## src/sv/pced_pkg.sv

```systemverilog
`timescale 1ns / 1ps
`default_nettype none

package pced_pkg;

  // Port widths of the coordinate and distance fields.
  localparam int IN_W  = 16;
  localparam int OUT_W = 17;

  typedef struct packed {
    logic signed [IN_W-1:0] px;
    logic signed [IN_W-1:0] py;
    logic signed [IN_W-1:0] pz;
    logic                   final_point;
  } in_t;

  typedef struct packed {
    logic [OUT_W-1:0] width;
    logic [OUT_W-1:0] length;
  } out_t;

endpackage

`default_nettype wire

```

## src/sv/pced_fifo.sv

```systemverilog
`timescale 1ns / 1ps
`default_nettype none

module pced_fifo #(
  parameter int W     = 8,
  parameter int DEPTH = 2
) (
  input  wire logic         clk,
  input  wire logic         rst_n,
  input  wire logic         wr_en,
  input  wire logic [W-1:0] wr_data,
  output logic              full,
  input  wire logic         rd_en,
  output logic [W-1:0]      rd_data,
  output logic              empty
);

  localparam int PTR_W = (DEPTH > 1) ? $clog2(DEPTH) : 1;
  localparam int CNT_W = $clog2(DEPTH + 1);

  logic [W-1:0]     mem_r [DEPTH];
  logic [PTR_W-1:0] wr_ptr_r;
  logic [PTR_W-1:0] rd_ptr_r;
  logic [CNT_W-1:0] count_r;
  logic             do_wr;
  logic             do_rd;

  assign full    = (count_r == CNT_W'(DEPTH));
  assign empty   = (count_r == '0);
  assign do_wr   = wr_en && !full;
  assign do_rd   = rd_en && !empty;
  assign rd_data = mem_r[rd_ptr_r];

  always_ff @(posedge clk) begin
    if (do_wr) begin
      mem_r[wr_ptr_r] <= wr_data;
    end
  end

  always_ff @(posedge clk) begin
    if (!rst_n) begin
      wr_ptr_r <= '0;
      rd_ptr_r <= '0;
      count_r  <= '0;
    end else begin
      if (do_wr) begin
        wr_ptr_r <= (wr_ptr_r == PTR_W'(DEPTH - 1)) ? '0 : wr_ptr_r + 1'b1;
      end
      if (do_rd) begin
        rd_ptr_r <= (rd_ptr_r == PTR_W'(DEPTH - 1)) ? '0 : rd_ptr_r + 1'b1;
      end
      if (do_wr && !do_rd) begin
        count_r <= count_r + 1'b1;
      end else if (do_rd && !do_wr) begin
        count_r <= count_r - 1'b1;
      end
    end
  end

endmodule

`default_nettype wire

```

## src/sv/pced_front.sv

```systemverilog
`timescale 1ns / 1ps
`default_nettype none

module pced_front #(
  parameter int CB = 16
) (
  input  wire logic            clk,
  input  wire logic            rst_n,
  input  wire logic            push,
  output logic                 full,
  input  wire pced_pkg::in_t   in_data,
  output logic                 job_push,
  input  wire logic            job_full,
  output logic [12*CB-1:0]     job_data
);

  localparam int PW = 3 * CB;

  logic signed [CB-1:0] p_x;
  logic signed [CB-1:0] p_y;
  logic signed [CB-1:0] p_z;
  logic                 accept;
  logic                 empty_r;
  logic [3:0]           take;

  logic signed [CB-1:0] ex_x_r   [4];
  logic signed [CB-1:0] ex_y_r   [4];
  logic signed [CB-1:0] ex_z_r   [4];
  logic signed [CB-1:0] ex_x_nxt [4];
  logic signed [CB-1:0] ex_y_nxt [4];
  logic signed [CB-1:0] ex_z_nxt [4];

  // Coordinates are the low CB bits of each field, zero-extended when CB is wider than the field.
  if (CB <= pced_pkg::IN_W) begin : g_narrow
    assign p_x = in_data.px[CB-1:0];
    assign p_y = in_data.py[CB-1:0];
    assign p_z = in_data.pz[CB-1:0];
  end else begin : g_wide
    assign p_x = {{(CB - pced_pkg::IN_W){1'b0}}, in_data.px};
    assign p_y = {{(CB - pced_pkg::IN_W){1'b0}}, in_data.py};
    assign p_z = {{(CB - pced_pkg::IN_W){1'b0}}, in_data.pz};
  end

  assign full     = job_full;
  assign accept   = push && !full;
  assign job_push = accept && in_data.final_point;

  // Strict compares, so the earliest point keeps its place on a tie.
  assign take[0] = empty_r || (p_x < ex_x_r[0]);
  assign take[1] = empty_r || (p_x > ex_x_r[1]);
  assign take[2] = empty_r || (p_z < ex_z_r[2]);
  assign take[3] = empty_r || (p_z > ex_z_r[3]);

  always_comb begin
    for (int k = 0; k < 4; k++) begin
      ex_x_nxt[k] = take[k] ? p_x : ex_x_r[k];
      ex_y_nxt[k] = take[k] ? p_y : ex_y_r[k];
      ex_z_nxt[k] = take[k] ? p_z : ex_z_r[k];
    end
  end

  // The job holds the four updated extremes: least x, greatest x, least z, greatest z.
  always_comb begin
    for (int k = 0; k < 4; k++) begin
      job_data[k*PW +: PW] = {ex_z_nxt[k], ex_y_nxt[k], ex_x_nxt[k]};
    end
  end

  always_ff @(posedge clk) begin
    if (accept) begin
      for (int k = 0; k < 4; k++) begin
        ex_x_r[k] <= ex_x_nxt[k];
        ex_y_r[k] <= ex_y_nxt[k];
        ex_z_r[k] <= ex_z_nxt[k];
      end
    end
  end

  always_ff @(posedge clk) begin
    if (!rst_n) begin
      empty_r <= 1'b1;
    end else if (accept) begin
      empty_r <= in_data.final_point;
    end
  end

endmodule

`default_nettype wire

```

## src/sv/pced_back.sv

```systemverilog
`timescale 1ns / 1ps
`default_nettype none

module pced_back #(
  parameter int CB = 16
) (
  input  wire logic              clk,
  input  wire logic              rst_n,
  input  wire logic              job_empty,
  input  wire logic [12*CB-1:0]  job_data,
  output logic                   job_pop,
  output logic                   empty,
  input  wire logic              pop,
  output pced_pkg::out_t         out_data
);

  localparam int PW    = 3 * CB;
  localparam int RW    = CB + 1;
  localparam int AW    = 2 * CB + 2;
  localparam int REMW  = CB + 3;
  localparam int CTR_W = $clog2(CB + 2);
  localparam int OW    = pced_pkg::OUT_W;

  typedef enum logic [3:0] {
    S_IDLE  = 4'b0001,
    S_SQ    = 4'b0010,
    S_ROOT  = 4'b0100,
    S_WRITE = 4'b1000
  } state_t;

  state_t             state_r;
  logic               pair_r;
  logic [CTR_W-1:0]   cnt_r;
  logic [CB-1:0]      diff_r;
  logic [2*CB-1:0]    sq_r;
  logic [AW-1:0]      acc_r;
  logic [REMW-1:0]    rem_r;
  logic [RW-1:0]      root_r;
  logic [RW-1:0]      width_r;
  logic               res_valid_r;
  pced_pkg::out_t     res_r;

  logic [PW-1:0]      a_pt;
  logic [PW-1:0]      b_pt;
  logic [CB-1:0]      a_c;
  logic [CB-1:0]      b_c;
  logic signed [CB:0] diff_s;
  logic signed [CB:0] diff_mag;
  logic [2*CB-1:0]    sq_nxt;
  logic [REMW-1:0]    rem_sh;
  logic [REMW-1:0]    trial;
  logic               ge;
  logic [REMW-1:0]    rem_nxt;
  logic [RW-1:0]      root_nxt;
  logic [OW-1:0]      width_o;
  logic [OW-1:0]      length_o;
  logic               wr_ok;

  assign a_pt = pair_r ? job_data[2*PW +: PW] : job_data[0 +: PW];
  assign b_pt = pair_r ? job_data[3*PW +: PW] : job_data[PW +: PW];

  always_comb begin
    unique case (cnt_r[1:0])
      2'd0:    begin a_c = a_pt[0 +: CB];    b_c = b_pt[0 +: CB];    end
      2'd1:    begin a_c = a_pt[CB +: CB];   b_c = b_pt[CB +: CB];   end
      default: begin a_c = a_pt[2*CB +: CB]; b_c = b_pt[2*CB +: CB]; end
    endcase
  end

  assign diff_s   = signed'({a_c[CB-1], a_c}) - signed'({b_c[CB-1], b_c});
  assign diff_mag = diff_s[CB] ? -diff_s : diff_s;
  assign sq_nxt   = diff_r * diff_r;

  // One result bit per cycle, restoring square root.
  assign rem_sh   = {rem_r[REMW-3:0], acc_r[AW-1 -: 2]};
  assign trial    = {root_r, 2'b01};
  assign ge       = (rem_sh >= trial);
  assign rem_nxt  = ge ? (rem_sh - trial) : rem_sh;
  assign root_nxt = {root_r[RW-2:0], ge};

  if (RW >= OW) begin : g_trunc
    assign width_o  = width_r[OW-1:0];
    assign length_o = root_r[OW-1:0];
  end else begin : g_ext
    assign width_o  = {{(OW - RW){1'b0}}, width_r};
    assign length_o = {{(OW - RW){1'b0}}, root_r};
  end

  assign wr_ok    = !res_valid_r || pop;
  assign job_pop  = (state_r == S_WRITE) && wr_ok;
  assign empty    = !res_valid_r;
  assign out_data = res_r;

  always_ff @(posedge clk) begin
    if (!rst_n) begin
      state_r <= S_IDLE;
      pair_r  <= 1'b0;
      cnt_r   <= '0;
    end else begin
      unique case (state_r)
        S_IDLE: begin
          if (!job_empty) begin
            state_r <= S_SQ;
            pair_r  <= 1'b0;
            cnt_r   <= '0;
          end
        end
        S_SQ: begin
          if (cnt_r == CTR_W'(4)) begin
            state_r <= S_ROOT;
            cnt_r   <= '0;
          end else begin
            cnt_r <= cnt_r + 1'b1;
          end
        end
        S_ROOT: begin
          if (cnt_r == CTR_W'(CB)) begin
            cnt_r <= '0;
            if (!pair_r) begin
              pair_r  <= 1'b1;
              state_r <= S_SQ;
            end else begin
              state_r <= S_WRITE;
            end
          end else begin
            cnt_r <= cnt_r + 1'b1;
          end
        end
        S_WRITE: begin
          if (wr_ok) begin
            state_r <= S_IDLE;
          end
        end
        default: begin
          state_r <= S_IDLE;
        end
      endcase
    end
  end

  // Datapath: difference, then square, then accumulate, one stage apart.
  always_ff @(posedge clk) begin
    if (state_r == S_IDLE) begin
      acc_r <= '0;
    end else if (state_r == S_SQ) begin
      if (cnt_r < CTR_W'(3)) begin
        diff_r <= diff_mag[CB-1:0];
      end
      if ((cnt_r >= CTR_W'(1)) && (cnt_r <= CTR_W'(3))) begin
        sq_r <= sq_nxt;
      end
      if (cnt_r >= CTR_W'(2)) begin
        acc_r <= acc_r + AW'(sq_r);
      end
      if (cnt_r == CTR_W'(4)) begin
        rem_r  <= '0;
        root_r <= '0;
      end
    end else if (state_r == S_ROOT) begin
      rem_r  <= rem_nxt;
      root_r <= root_nxt;
      acc_r  <= {acc_r[AW-3:0], 2'b00};
      if ((cnt_r == CTR_W'(CB)) && !pair_r) begin
        width_r <= root_nxt;
        acc_r   <= '0;
      end
    end
  end

  always_ff @(posedge clk) begin
    if (job_pop) begin
      res_r.width  <= width_o;
      res_r.length <= length_o;
    end
  end

  always_ff @(posedge clk) begin
    if (!rst_n) begin
      res_valid_r <= 1'b0;
    end else if (job_pop) begin
      res_valid_r <= 1'b1;
    end else if (pop) begin
      res_valid_r <= 1'b0;
    end
  end

endmodule

`default_nettype wire

```

## src/sv/point_cloud_extent_distances.sv

```systemverilog
`timescale 1ns / 1ps
`default_nettype none

// Channel   Ports                       Transfer when        Carries
// input     push, full, in_data         push && !full        one point, final flag
// result    empty, pop, out_data        pop && !empty        width and length of a cloud
//
// Points are taken one per cycle while the job queue has room; the extremes are updated in the same cycle.
// The distance engine works on one cloud at a time, with a bit-serial square root
// that runs once for each of the two distances.
// Up to JOB_DEPTH finished clouds, the one in the engine included, sit in the job
// queue; full rises only when that queue is full, and a waiting result on the
// output does not stop the engine until it has the next one ready.
// Reset is synchronous and needs no clearing pass.

module point_cloud_extent_distances #(
  parameter int COORD_BITS = 16,
  parameter int JOB_DEPTH  = 2
) (
  input  wire logic           clk,
  input  wire logic           rst_n,
  input  wire logic           push,
  output logic                full,
  input  wire pced_pkg::in_t  in_data,
  output logic                empty,
  input  wire logic           pop,
  output pced_pkg::out_t      out_data
);

  localparam int JOB_W = 12 * COORD_BITS;

  // Front to engine: the four extreme points of each finished cloud.
  logic             job_push;
  logic             job_full;
  logic [JOB_W-1:0] job_wdata;
  logic [JOB_W-1:0] job_rdata;
  logic             job_empty;
  logic             job_pop;

  pced_front #(
    .CB (COORD_BITS)
  ) u_front (
    .clk      (clk),
    .rst_n    (rst_n),
    .push     (push),
    .full     (full),
    .in_data  (in_data),
    .job_push (job_push),
    .job_full (job_full),
    .job_data (job_wdata)
  );

  pced_fifo #(
    .W     (JOB_W),
    .DEPTH (JOB_DEPTH)
  ) u_jobq (
    .clk     (clk),
    .rst_n   (rst_n),
    .wr_en   (job_push),
    .wr_data (job_wdata),
    .full    (job_full),
    .rd_en   (job_pop),
    .rd_data (job_rdata),
    .empty   (job_empty)
  );

  // The engine reads the job at the head of the queue in place and pops it
  // only when the result register takes the distances.
  pced_back #(
    .CB (COORD_BITS)
  ) u_back (
    .clk       (clk),
    .rst_n     (rst_n),
    .job_empty (job_empty),
    .job_data  (job_rdata),
    .job_pop   (job_pop),
    .empty     (empty),
    .pop       (pop),
    .out_data  (out_data)
  );

  // The front must never hand over a cloud while the queue has no room.
  a_no_job_overflow : assert property (@(posedge clk) disable iff (!rst_n)
    job_push |-> !job_full)
    else $error("cloud handed over while job queue full");

  // The engine only retires a cloud that is really queued.
  a_pop_needs_job : assert property (@(posedge clk) disable iff (!rst_n)
    job_pop |-> !job_empty)
    else $error("engine retired a cloud from an empty queue");

  // A final point taken into an empty queue leaves a cloud waiting.
  a_final_queues : assert property (@(posedge clk) disable iff (!rst_n)
    (push && !full && in_data.final_point && job_empty) |=> !job_empty)
    else $error("final point did not queue a cloud");

  // A new result can only appear when the engine retires a cloud.
  a_result_source : assert property (@(posedge clk) disable iff (!rst_n)
    $fell(empty) |-> $past(job_pop))
    else $error("result appeared without a retired cloud");

endmodule

`default_nettype wire

```

## config.mk

```make
export PLATFORM = sky130hd
export DESIGN_NAME = point_cloud_extent_distances
export DESIGN_NICKNAME = d
export VERILOG_FILES = /design/src/sv/pced_pkg.sv /design/src/sv/pced_fifo.sv /design/src/sv/pced_front.sv /design/src/sv/pced_back.sv /design/src/sv/point_cloud_extent_distances.sv
export SDC_FILE = /design/constraint.sdc
export NUM_CORES = 1
export LEC_CHECK = 0
export ABC_AREA = 1
export BUFFER_PORTS_ARGS = -buffer_cell sky130_fd_sc_hd__buf_4
export CORE_MARGIN = 3
export CORE_UTILIZATION = 58
export CTS_CLUSTER_SIZE = 16
export DETAILED_ROUTE_END_ITERATION = 10
export GPL_TIMING_DRIVEN = 1
export PLACE_DENSITY = 0.75
export SYNTH_ARGS = -nofsm -noshare
export SYNTH_HDL_FRONTEND = slang
export SYNTH_SLANG_ARGS = --single-unit
```

## constraint.sdc

```tcl
create_clock -name clk -period 15 [get_ports clk]
set_clock_uncertainty 0.05 [all_clocks]
set_input_delay 1.5 -clock clk [delete_from_list [all_inputs] [get_ports clk]]
set_output_delay 1.5 -clock clk [all_outputs]
set_load 0.05 [all_outputs]
```

==> summary.txt, run 1 <==
outcome = finished, final reports clean
largest net degree at the start of global routing = 189
clk root buf = clkbuf_16
Setup-failing EPs final = 0
Vias per Instance = 5.75
first drt pass iteration count = 6
Post-CTS Setup Bufs = 0
Worst-Skew Late Latency = 0.66 ns
HP Class = reg -> reg
layout cells sized above 1 = 6.19%
crit path DAT = 6.46 ns
die area = 77800 um^2
worst reg2reg path depth = 17
DP Worst Slack = 8.93 ns
post-route cell area = 47200 um^2
CP cell instances = nand2_1, fa_1, inv_1, fa_1, fa_1, fa_1, fa_1, inv_1, fa_1, inv_1, ha_1, a21oi_1, o21ai_0, a21oi_1, nand3_1, a21o_1, xor2_1
Critical Path Slowest Stage Cell = edfxtp_1
Area Growth Syn to Fin = 9.25%
Critical Path RT = 15.29 ns
PostCTS Resize Cnt = 0
Post-Synthesis Cells = 4476
CTS buffer count = 80
port bufs = 88
# IOs = 89
Hold Path Stages = 0
min cycle time layout = 6.17 ns
syn nets = 4928
RSZ-0062 raised after global routing = false
Setup CP Type = reg -> reg
ys flop type = edfxtp_1
Tot GR Track Use = 27.7%
placed instance area = 44600 um^2
reg-to-reg endpoint = u_back.sq_r[27]$_DFFE_PP_
vias = 31715
ANT cells = 0
Total Nets Final = 4948
Crit. End Element = flop
initial DRC count = 3300
FMAX = 0.162 GHz
DP HPWL = 70500 um
most used cell along the critical path = fa_1
hold_sp = u_back.width_o[1]$_DFFE_PP_
CTS Sinks = 759
Post-synth ARST share = 0%
Initial Utilization = 58.9%
Max Cap Viol = 0
H-tree depth = 3
Die X = 279 um
Worst Tran Pin Value = 1.23 ns
wirelength, routed = 108000 um
synthesized area per cell = 9.65 um^2
wire per inst = 19.6 um
synthesized cell area = 43200 um^2
hold path endpoint = u_back.out_data[18]$_DFFE_PP_
crit-path max FO = 17
final period utilization = 41.1%
Final WS setup = 8.83 ns
Yosys top cell area share = 49.2%
GRT overflow = 0
DP Cell Count = 5373
reg-to-reg setup timing slack = 8.83 ns
clock-pin slew on the worst setup and hold paths = 0.06 ns
Core ar. = 73300 um^2
Filler cells = 5821
row cnt = 99
leading area contributor after synthesis = edfxtp_1
hold_buf cts = 0
Max Transition Viols Final = 0
DRC viols = 0
worst r2r src = u_back.diff_r[11]$_DFFE_PP_
Bufs on Longest Clock Path = 3
DRT antenna net count = 0
Non-Filler Instances = 5512
CP max stage delay = 0.82 ns
total of warnings raised by yosys = 0
#FFs+latches synth = 759
CTS tree = yes
Slew HR = 17.9%
sequential area share after synthesis = 51.6%
initial antenna violation count = 2
top cells by area, synth = edfxtp_1 (49%), nand2_1 (9.1%), fa_1 (7.6%)
vias in the first global route = 30891
GP Congestion = 0.962
startpoint types = flop
final hold vios = 0
Die H = 279 um
first-pass GRT wire length = 170000 um
number of synthesized flops with an enable pin = 708
Yosys cell types = 53
Yosys cell counts (5+ instances only):
library cell / number
nand2_1: 1045
a21oi_1: 204
a21o_1: 15
o21ai_0: 286
a31oi_1: 32
ha_1: 236
nand4_1: 69
inv_2: 7
dfxtp_1: 51
buf_2: 33
edfxtp_1: 708
o21ai_1: 10
nand3_1: 266
xnor2_1: 29
xor2_1: 40
a311oi_1: 16
nand3b_1: 19
buf_6: 5
o211ai_1: 5
o21bai_1: 12
buf_4: 7
nand3_2: 5
o22ai_1: 32
nor3_1: 18
inv_1: 568
nor2_1: 410
clkbuf_1: 121
buf_1: 17
fa_1: 163
critical path, delay by kind of cell (launching register included):
family	cells	cell delay, ns
xor gates and xnor gates	1	0.14
DFF	1	0.82
buffers and inverters	3	0.18
adders and majority gates	7	3.46
and+or+nand+nor	2	0.46
AOI/OAI and AO/OA	4	0.75
area by class of cell:
type,instances,area [um^2],area share (%)
clock buffers,100,2110,4.47
multi-input cells,2955,18000,38.2
well taps,959,1200,2.54
repair buffers,121,921,1.95
clock inverters,39,459,0.973
inverters,579,2190,4.64
flip-flops and latches,759,22300,47.2
per-stage QoR:
step	TNS [ns]	hold slack, ns	utilization, %
after global routing	0	0.375	64.4
after detailed placement	0	0.355	60.9
after CTS	0	0.369	64.4
final	0	0.368	64.4
after global placement	0	0.352	60.9
after floorplan	-15.24	0.350	-
metal layers:
layer  share of wire (%)  vias to the layer above  global-route usage, %
met2                  49                     1310                   46.4
met4                 4.6                        4                   12.4
li1                    -                    15029                      -
met1                  39                    15130                   36.1
met3                 7.5                      242                   4.25
met5               0.026                        -                      0
cells by family (layout without fill, tap and decap cells):
logic type	Yosys count	in the layout	share of synthesized area (%)
simple gates	1853	1853	17.7
compound gates	634	634	8.04
xor+xnor	69	69	1.40
buf+inv	762	839	6.86
fa+ha+maj	399	399	14.4
flops	759	759	51.6
cell usage in the layout (no fill, tap or decap), drive strengths merged, types with 4 or more instances in the layout:
cell / count
a21o: 15
buf: 121
fa: 163
o21bai: 12
a31oi: 32
nor2: 412
clkbuf: 100
nand2: 1052
xnor2: 29
o22ai: 32
o21ai: 298
clkinv: 30
edfxtp: 708
nor3: 20
dfxtp: 51
nand4: 69
clkinvlp: 4
xor2: 40
ha: 236
bufinv: 5
o211ai: 5
a311oi: 16
nand3b: 19
a21oi: 206
inv: 579
nand3: 271
flip-flops by register name, indices dropped and copies added (netlist names), 2 cells and up, named ones only:
| name | cells |
|---|---|
| u_front.ex_z_r | 64 |
| u_jobq.count_r | 2 |
| u_front.ex_x_r | 64 |
| u_back.cnt_r | 5 |
| u_back.sq_r | 31 |
| u_back.rem_r | 17 |
| u_jobq.mem_r | 384 |
| u_back.width_o | 17 |
| u_back.out_data | 34 |
| u_front.ex_y_r | 64 |
| u_back.acc_r | 34 |
| u_back.diff_r | 16 |
| u_back.state_r | 4 |
| u_back.length_o | 17 |
worst max path at each step:
stage,start,end,slack (ns),depth (start not counted)
after floorplan,push,u_jobq.mem_r[0][0]$_DFFE_PP_,-0.04,4
after global placement,push,u_jobq.mem_r[1][91]$_DFFE_PP_,9.01,8
after detailed placement,u_back.diff_r[11]$_DFFE_PP_,u_back.sq_r[27]$_DFFE_PP_,8.93,17
after CTS,u_back.diff_r[11]$_DFFE_PP_,u_back.sq_r[27]$_DFFE_PP_,8.85,17
after global routing,u_back.diff_r[13]$_DFFE_PP_,u_back.sq_r[27]$_DFFE_PP_,8.57,17
final,u_back.diff_r[11]$_DFFE_PP_,u_back.sq_r[27]$_DFFE_PP_,8.83,17
Power of run 1 is left out: the tool's default activity adds up to more than one toggle a clock period on the data nets, which glitch-free logic cannot reach.
==> inputs of run 2 (changes only) <==
--- a/config.mk
+++ b/config.mk
@@ -8,11 +8,11 @@
 export ABC_AREA = 1
 export BUFFER_PORTS_ARGS = -buffer_cell sky130_fd_sc_hd__buf_4
 export CORE_MARGIN = 3
-export CORE_UTILIZATION = 58
+export CORE_UTILIZATION = 60
 export CTS_CLUSTER_SIZE = 16
 export DETAILED_ROUTE_END_ITERATION = 10
 export GPL_TIMING_DRIVEN = 1
-export PLACE_DENSITY = 0.75
+export PLACE_DENSITY = 0.74
 export SYNTH_ARGS = -nofsm -noshare
 export SYNTH_HDL_FRONTEND = slang
 export SYNTH_SLANG_ARGS = --single-unit
==> constraint.sdc (replaced) <==
create_clock -name clk -period 6 [get_ports clk]
set_clock_uncertainty 0.05 [all_clocks]
set_input_delay 0.6 -clock clk [delete_from_list [all_inputs] [get_ports clk]]
set_output_delay 0.6 -clock clk [all_outputs]
set_load 0.05 [all_outputs]
==> summary.txt, run 2 (synthesis gave the netlist of run 1 again) <==
outcome = finished, final reports clean
Crit. End Element = flop
Bufs on Longest Clock Path = 3 (unchanged)
DRT antenna net count = 0 (unchanged)
Vias per Instance = 5.76 (about the same)
port bufs = 88 (unchanged)
first drt pass iteration count = 6 (unchanged)
Crit path buffers/inverters = 9 (+6)
met1 usage = 37.4% (+1.3 points)
Max Transition Viols Final = 0 (unchanged)
FMAX = 0.173 GHz (+6.5%)
Area Growth Syn to Fin = 9.95%
hold path endpoint = u_back.state_r[0]$_SDFFE_PN1P_
Fin Hold WS = 0.168 ns (-0.200 ns)
clock-pin slew on the worst setup and hold paths = 0.06 ns (about the same)
Worst-Skew Late Latency = 0.64 ns (-0.02 ns)
hold_sp = rst_n
GP Congestion = 0.945 (-1.8%)
reg-to-reg setup timing slack = 0.21 ns (-8.62 ns)
worst reg2reg path depth = 23 (+6)
CTS buffer count = 79 (-1.3%)
vias = 31923 (+0.66%)
met3 usage = 3.52% (-0.73 points)
Critical Path RT = 6.29 ns (-9.00 ns)
Core ar. = 70600 um^2 (-3.7%)
die area = 75300 um^2 (-3.3%)
Reg with most FFs = u_jobq.mem_r
RSZ-0062 raised after global routing = true
Die H = 274 um (-1.6%)
DP HPWL = 71800 um (+1.8%)
Die X = 274 um (-1.6%)
H-tree depth = 3 (unchanged)
layout cells sized above 1 = 7.10% (+0.91 points)
initial DRC count = 3174 (-3.8%)
Slew HR = 18.9% (+0.98 points)
CTS Sinks = 759 (unchanged)
most common cell after layout, fill and taps aside = nand2_1
largest net degree at the start of global routing = 148 (-22%)
worst r2r src = u_back.diff_r[8]$_DFFE_PP_
crit-path max FO = 11 (-6)
row cnt = 97 (-2.0%)
vias in the first global route = 31112 (+0.72%)
DRC viols = 0 (unchanged)
wirelength, routed = 108000 um (-0.13%)
HP Class = in -> reg
max reg flops = 384 (unchanged)
Core Util, Final = 67.3% (+2.9 points)
Initial Utilization = 61.2% (+2.2 points)
most used cell along the critical path = inv_1
min cycle time layout = 5.79 ns (-0.378 ns)
Worst Tran Pin Value = 1.21 ns (-0.0189 ns)
Setup CP Type = reg -> reg
Tot GR Track Use = 28.9% (+1.2 points)
Filler cells = 5515 (-5.3%)
CP max stage delay = 0.53 ns (-0.29 ns)
Critical Path Slowest Stage Cell = fa_1
GRT overflow = 0 (unchanged)
routing usage on met2 = 48.9% (+2.5 points)
wire per inst = 19.4 um (-0.71%)
startpoint types = flop
most frequent cells in the layout = nand2_1 (1041), edfxtp_1 (708), inv_1 (566), nor2_1 (403), o21ai_0 (285)
final period utilization = 96.6% (+55 points)
Max Cap Viol = 0 (unchanged)
hold_buf cts = 0 (unchanged)
final hold vios = 0 (unchanged)
first-pass GRT wire length = 169000 um (-0.39%)
Top delay family on crit path = adder cells
CTS tree = yes
clk root buf = clkbuf_16
CP cell instances = buf_4, buf_4, nand2_1, inv_1, fa_1, inv_1, fa_1, inv_1, fa_1, inv_1, fa_1, inv_1, fa_1, inv_1, fa_1, inv_1, ha_1, a21o_1, a21oi_1, nand2_1, a31oi_1, o21ai_0, xor2_1
crit path DAT = 6.08 ns (-0.38 ns)
reg-to-reg endpoint = u_back.sq_r[18]$_DFFE_PP_
Hold Path Stages = 2 (+2)
# IOs = 89 (unchanged)
Setup-failing EPs final = 0 (unchanged)
busiest grt layer = met2
initial antenna violation count = 2 (unchanged)
Total Nets Final = 4994 (+0.93%)
## run 2: timing repair
item	4_1_cts	5_1_grt
resized for setup	0	6
setup endpoints to repair	0	19
setup buffers	0	19
## run 2: area by class of cell
type,instances,area [um^2],area share (%)
repair buffers,168,1350,2.84
multi-input cells,2955,18100,38.0
clock buffers,107,2120,4.47
well taps,940,1180,2.48
inverters,579,2190,4.60
clock inverters,35,318,0.669
flip-flops and latches,759,22300,46.9
diodes,1,2.50,0.00527
## run 2: per-layer routing
metal / vias up / share of wire, %
met1: 15339 / 40
met2: 1202 / 49
met3: 234 / 6.1
li1: 15144 / -
met4: 4 / 4.9
met5: - / 0.022
## run 2: metrics by stage
stage          instances  area (um^2)  setup slack, ns  setup TNS [ns]
6_report            5544        47500            0.207               0
5_1_grt             5543        47500          -0.0264         -0.0345
4_1_cts             5524        47300          0.00414               0
3_5_place_dp        5382        44900          0.00726               0
2_1_floorplan       4476        43200           -0.687         -259.33
3_3_place_gp        5382        44900           0.0744               0
## run 2: worst max path at each step
stage                               start                            to  slack (ns)  cells after the start
2_1_floorplan                        push  u_jobq.mem_r[1][0]$_DFFE_PP_       -0.69                      4
3_3_place_gp   u_back.diff_r[8]$_DFFE_PP_     u_back.sq_r[29]$_DFFE_PP_        0.07                     26
3_5_place_dp   u_back.diff_r[8]$_DFFE_PP_     u_back.sq_r[29]$_DFFE_PP_       0.007                     26
4_1_cts        u_back.diff_r[8]$_DFFE_PP_     u_back.sq_r[29]$_DFFE_PP_       0.004                     26
5_1_grt        u_back.diff_r[7]$_DFFE_PP_     u_back.sq_r[29]$_DFFE_PP_       -0.03                     22
6_report       u_back.diff_r[8]$_DFFE_PP_     u_back.sq_r[18]$_DFFE_PP_        0.21                     23
Power of run 2 is left out for the same reason.
